File: config.mk
export PLATFORM = sky130hd
export DESIGN_NAME = pdl_root_cell
export DESIGN_NICKNAME = d
export VERILOG_FILES = /design/src/rtl/pdl_pkg.sv /design/src/rtl/pdl_root_cell.sv
export SDC_FILE = /design/constraint.sdc
export NUM_CORES = 2
export LEC_CHECK = 0
export BUFFER_PORTS_ARGS = -buffer_cell sky130_fd_sc_hd__clkbuf_2
export CAP_MARGIN = 20
export CORE_AREA = 2 2 443 445
export DETAILED_ROUTE_END_ITERATION = 16
export DIE_AREA = 0 0 445 447
export HOLD_SLACK_MARGIN = 0.05
export SLEW_MARGIN = 20
export SYNTH_ARGS = -nofsm -noshare
export SYNTH_HDL_FRONTEND = slang
export SYNTH_SLANG_ARGS = --single-unit
File: constraint.sdc
create_clock -name i_clk -period 12.5 [get_ports i_clk]
set_input_delay 2.5 -clock i_clk [delete_from_list [all_inputs] [get_ports i_clk]]
set_output_delay 2.5 -clock i_clk [all_outputs]
set_load 0.1 [all_outputs]
File: src/rtl/pdl_pkg.sv
// Shared types and widths for the point-to-line distance block.
// Used by every module under rtl; depends on nothing.
package pdl_pkg;

    localparam int COORD_W = 32;                  // signed Q16.16 coordinate
    localparam int DIFF_W  = COORD_W + 1;         // p - M
    localparam int PROD_W  = DIFF_W + COORD_W;    // one cross-product term
    localparam int MAG_W   = PROD_W;              // magnitude of a cross component
    localparam int LO_W    = (MAG_W + 1) / 2;     // low split of a magnitude
    localparam int HI_W    = MAG_W - LO_W;        // high split of a magnitude
    localparam int SQ_W    = 2 * MAG_W;           // one squared component
    localparam int ACC_W   = SQ_W + 2;            // |c|^2 and root working width
    localparam int USQ_W   = 2 * COORD_W + 2;     // |u|^2
    localparam int DIST_W  = 32;                  // distance word
    localparam int IDX_W   = 3;                   // register index width

    // Register indexes of the configuration port
    typedef enum logic [IDX_W-1:0] {
        REG_BASE_X = 3'd0,
        REG_BASE_Y = 3'd1,
        REG_BASE_Z = 3'd2,
        REG_DIR_X  = 3'd3,
        REG_DIR_Y  = 3'd4,
        REG_DIR_Z  = 3'd5
    } t_reg_idx;

    typedef struct packed {
        logic signed [COORD_W-1:0] query_x;
        logic signed [COORD_W-1:0] query_y;
        logic signed [COORD_W-1:0] query_z;
    } t_query;

    typedef struct packed {
        logic [DIST_W-1:0] distance;
        logic              on_line;
        logic              zero_direction;
        logic              saturated;
    } t_result;

    // Data handed from one root cell to the next
    typedef struct packed {
        logic              valid;
        logic [ACC_W-1:0]  csq;    // |c|^2
        logic [ACC_W-1:0]  usq;    // |u|^2
        logic [ACC_W-1:0]  acc;    // q*q*U
        logic [ACC_W-1:0]  lin;    // q*U
        logic [DIST_W-1:0] root;   // q so far
        logic              zdir;
        logic              sat;
        logic              czero;
    } t_cell_bus;

endpackage

File: src/rtl/pdl_root_cell.sv
// One root cell: tries one bit of the distance and passes the item on.
// Depends on pdl_pkg; chained in the top level.
module pdl_root_cell #(
    parameter int BIT = 0
) (
    input  logic               i_clk,
    input  logic               i_rst_n,
    input  pdl_pkg::t_cell_bus i_bus,
    output pdl_pkg::t_cell_bus o_bus
);
    localparam int AW = pdl_pkg::ACC_W;
    localparam int DW = pdl_pkg::DIST_W;

    logic [AW-1:0] n_try;
    logic          n_take;
    pdl_pkg::t_cell_bus r_bus;

    // (q + 2^b)^2 U = qqU + 2^(b+1) qU + 2^(2b) U
    always_comb begin
        n_try  = i_bus.acc + (i_bus.lin << (BIT + 1)) + (i_bus.usq << (2 * BIT));
        n_take = (n_try <= i_bus.csq);
    end

    // Keep the bit when the trial still fits under |c|^2
    always_ff @(posedge i_clk) begin
        if (!i_rst_n) begin
            r_bus.valid <= 1'b0;
        end else begin
            r_bus.valid <= i_bus.valid;
        end
        r_bus.csq   <= i_bus.csq;
        r_bus.usq   <= i_bus.usq;
        r_bus.zdir  <= i_bus.zdir;
        r_bus.sat   <= i_bus.sat;
        r_bus.czero <= i_bus.czero;
        if (n_take) begin
            r_bus.acc  <= n_try;
            r_bus.lin  <= i_bus.lin + (i_bus.usq << BIT);
            r_bus.root <= i_bus.root | (DW'(1) << BIT);
        end else begin
            r_bus.acc  <= i_bus.acc;
            r_bus.lin  <= i_bus.lin;
            r_bus.root <= i_bus.root;
        end
    end

    assign o_bus = r_bus;
endmodule
# After elaboration in Yosys (flattened, before gate mapping)
# Index checks and enable logic that the tools add are counted.
[word_totals]
reg_bits = 564
latchBits = 0
mem_bits_rw = 0
mem_bits_ro = 0
output_inout_bits = 564
n_memories = 0
[classes]
add_sub_neg = 3
mul = 0
div = 0
n_lt_le_gt_ge = 1
eq_ne = 0
shift = 0
n_mux = 1
n_bitwise = 0
n_reduce_logical = 0
[op_table]
columns = ["operator", "count"]
rows = [
  ["$add A132 B132 Y132", 3],
  ["$mux W296", 1],
  ["$le A132 B132 Y1", 1],
]

# Depth between registers and ports, before layout
[logic_depth]
ltp_word = 4
mapped_depth = 32

# Worst setup path after synthesis
# Ideal clock, no wire load.
[synth_path]
path_type = "input-to-reg"
from = "input i_bus[35] in the netlist's numbering"
to = "register r_bus (netlist bit o_bus[221])"
t_arrival_ps = 8452
required_ps = 12379
slack_ps = 3928
path_stages = 29
n_path_buf = 3
cell_sequence = "fa_1 ha_1 inv_1 fa_1 nor2b_1 o2111ai_1 a21oi_2 o21bai_1 a21oi_1 o2111a_1 nor2_1 o21a_1 o31ai_2 nor2_1 o21ai_0 xor2_1 ha_1 nand4_1 nor4_1 nand3_1 or4_1 nor4_1 a21oi_1 and2_1 buf_2 inv_2 buf_2 buf_4 mux2_2"
[synth_between]
elab_chain_len = 4
[synth_lines]
columns = ["element", "line_no", "source"]
rows = [
  ["from (decl)", "pdl_root_cell.sv:8", "input pdl_pkg::t_cell_bus i_bus,"],
  ["$add A132 B132 Y132 * (2 in a row)", "pdl_root_cell.sv:20", "n_try = i_bus.acc + (i_bus.lin << (BIT + 1)) + (i_bus.usq << (2 * BIT));"],
  ["$le A132 B132 Y1", "pdl_root_cell.sv:21", "n_take = (n_try <= i_bus.csq);"],
  ["$mux W296 *", "pdl_root_cell.sv:36", "if (n_take) begin"],
  ["to (decl)", "pdl_root_cell.sv:16", "pdl_pkg::t_cell_bus r_bus;"],
]
# Every way passes the cells marked *; elsewhere a longest branch is shown, timed or not.
# A chain may end at the register's enable or synchronous reset.

# Worst setup path in the final report
[layout_path]
from = "input i_bus[51] in the netlist's numbering"
to = "register r_bus (netlist bit o_bus[170])"
[layout_between]
elab_chain_len = 4
[layout_lines]
columns = ["element", "line_no"]
rows = [
  ["$add A132 B132 Y132 (2 in a row)", "pdl_root_cell.sv:20"],
  ["$le A132 B132 Y1", "pdl_root_cell.sv:21"],
  ["$mux W296", "pdl_root_cell.sv:36"],
]
# Every way passes these cells.

==> summary.txt <==
Min Clock Period, post-route -> 10680 ps
Kind of critical path -> input pin to register
Clock slew at reported path FFs -> 60 ps
Global placer's final weighted congestion -> 1.04
Cell Count, Final, Fillers Out -> 8085
Area leader, netlist -> dfxtp_1
VDD IR-drop max -> 204 µV
Status -> finished clean
Register area share after synthesis -> 29.7%
Crit start category -> input pin
Pleak -> 0.0227 µW
CP arrival -> 11270 ps
Hold bufs inserted after CTS -> 0
Highest-delay cell along the critical path -> o21ai_0
Synth top area share -> 29.7%
Drt drc -> 0
Crit path launch -> i_bus[51]
Syn_area_per_cell -> 8.65 µm²
First-pass DRT Iterations -> 7
CTS max path bufs -> 3
RSZ-0062 raised after global routing -> false
Layout fillers -> 21400
Largest net degree at the start of global routing -> 171
Warnings, synthesis -> 0
Syn_nets -> 5493
Min-delay src -> i_bus[547]
H-tree levels -> 3
CTS sink cnt -> 564
Tot Pwr -> 13400 µW
Asr flop ratio synth -> 0%
Area growth syn-to-layout -> 29.1%
I/O Pins -> 1130
Routed len/inst -> 31.1 µm
CP most frequent cell -> a21oi_1
Max stage delay on crit path -> 750 ps
TritonCTS clock tree -> yes
Yosys cell types -> 98
Pwr dens -> 272 nW/µm²
Starting density of the core -> 19.6%
Relative slew margins -> 14.9%
Buffers on Ports -> 1129
# resized after CTS -> 0
Fin Setup TNS -> 0 ps
Row count -> 162
Most common flop cell mapped by yosys -> dfxtp_1
Vias in the first global route -> 38200
Synth top area cells -> dfxtp_1, ha_1, fa_1
Max reg flops -> 564
DPL Wire Length -> 223000 µm
Share of cells above drive strength 1 -> 26.7%
Routed WL -> 251000 µm
Gr ovfl total -> 0
NumNets Final -> 6521
Synth Register Bits -> 564
EDFF count, synth -> 0
Period utilization -> 85.4%
Vias -> 39300
CP bufs+invs -> 3
Placed cells -> 7891
Num CTS Buffers -> 78
Height of the die -> 447 µm
CP required -> 13090 ps
Antenna violations before repair -> 124
Core ar. -> 194000 µm²
First-pass GRT wire length -> 329000 µm
Endpoints failing hold -> 0
Max cap viols -> 0
Initial DRC Count -> 3313
Setup bufs post-CTS -> 0
Gr usage total -> 24.2%
Final setup vio count -> 0
Crit Path Max Fanout -> 170
Final antenna-violating net count -> 0
Routed vias/inst -> 4.86
Delay-heaviest family, CP -> compound AO/OA/AOI/OAI gates
Die ar. -> 199000 µm²
Mapped cell area -> 38000 µm²
Clock tree root buffer cell -> clkbuf_16
Gate Count Post-Synth -> 4401
Die Width -> 445 µm
HP Class -> input pin to register
Pins over their slew limit -> 0
Nature of the critical path endpoint -> register
Worst Tran Pin Value -> 1280 ps
Max Clk Rate -> 93.7 MHz
[kinds of logic (layout without fill, tap and decap cells)]
| family | Yosys count | count (layout) | share of synthesized area, % |
|---|---|---|---|
| adder cells (fa/ha/maj) | 526 | 526 | 19.9 |
| flip-flops | 564 | 564 | 29.7 |
| AO/OA/AOI/OAI | 1364 | 1364 | 22.5 |
| XOR/XNOR | 256 | 256 | 5.89 |
| buffers and inverters | 425 | 1517 | 4.48 |
| AND/OR/NAND/NOR | 1154 | 1154 | 14.3 |
| multiplexers | 112 | 112 | 3.30 |
| other | 0 | 50 | 0 |
[layout by cell type, fill, tap and decap left out, types with 105 or more instances in the layout]
master    count
clkbuf_2   1129
dfxtp_1     564
a21oi_1     453
nand2_1     416
ha_1        394
o21ai_0     314
nor2_1      297
inv_1       222
a21o_1      208
nand4_1     172
xnor2_1     156
fa_1        132
mux2_2      105
[cell type report]
type | instances | area [µm²] | share of cell area (%)
sequential | 564 | 11300 | 23.0
clock buffer | 101 | 2240 | 4.57
multi-input combinational | 3412 | 25100 | 51.0
timing repair buffer | 1150 | 5870 | 12.0
tap | 2542 | 3180 | 6.48
inverter | 223 | 842 | 1.71
antenna | 50 | 125 | 0.255
clock inverter | 43 | 494 | 1.01
[through the flow]
| stage | hold WS, ps | util, % | instance area [µm²] | setup slack, ps |
|---|---|---|---|---|
| detailed placement | 2600 | 23.8 | 46200 | 1440 |
| global placement | 2600 | 23.8 | 46200 | 1460 |
| CTS | 1810 | 25.2 | 49000 | 2170 |
| floorplan | 2530 | - | 38000 | 3930 |
| global route | 1870 | 25.3 | 49100 | 1760 |
| finish | 1890 | 25.3 | 49100 | 1820 |
[Yosys cell counts, types with 22 or more instances]
cell type,instances
dfxtp_1,564
a21oi_1,453
nand2_1,416
ha_1,394
o21ai_0,314
nor2_1,297
inv_1,222
a21o_1,208
nand4_1,172
xnor2_1,156
clkbuf_1,133
fa_1,132
mux2_2,105
xor2_1,100
o21bai_1,78
nor3_1,62
buf_2,59
o21a_1,44
nand3_1,34
a31oi_1,32
o21ai_1,25
nor2b_1,24
nand2b_1,23
a211oi_1,22
a21boi_0,22
o31ai_1,22
[final timing paths]
kind,to,slack (ps),depth (start not counted)
worst max-delay path,o_bus[170]$_DFF_P_,1820,25
worst min-delay path,o_bus[547]$_DFF_P_,1890,1
[per-layer routing]
layer	vias up	wire length, µm	global-route usage, %
met5	-	55	0
met4	8	14600	13.2
met3	442	17600	5.30
met2	1762	114000	38.6
met1	19200	105000	30.2
li1	17900	-	-
[power by group]
| part | leakage [µW] | internal [µW] | switching (µW) |
|---|---|---|---|
| clock network | 0.00132 | 1430 | 993 |
| registers | 0.00476 | 2320 | 244 |
| logic | 0.0166 | 1700 | 6680 |
| total | 0.0227 | 5450 | 7920 |
(Power assumes the default switching activity.)
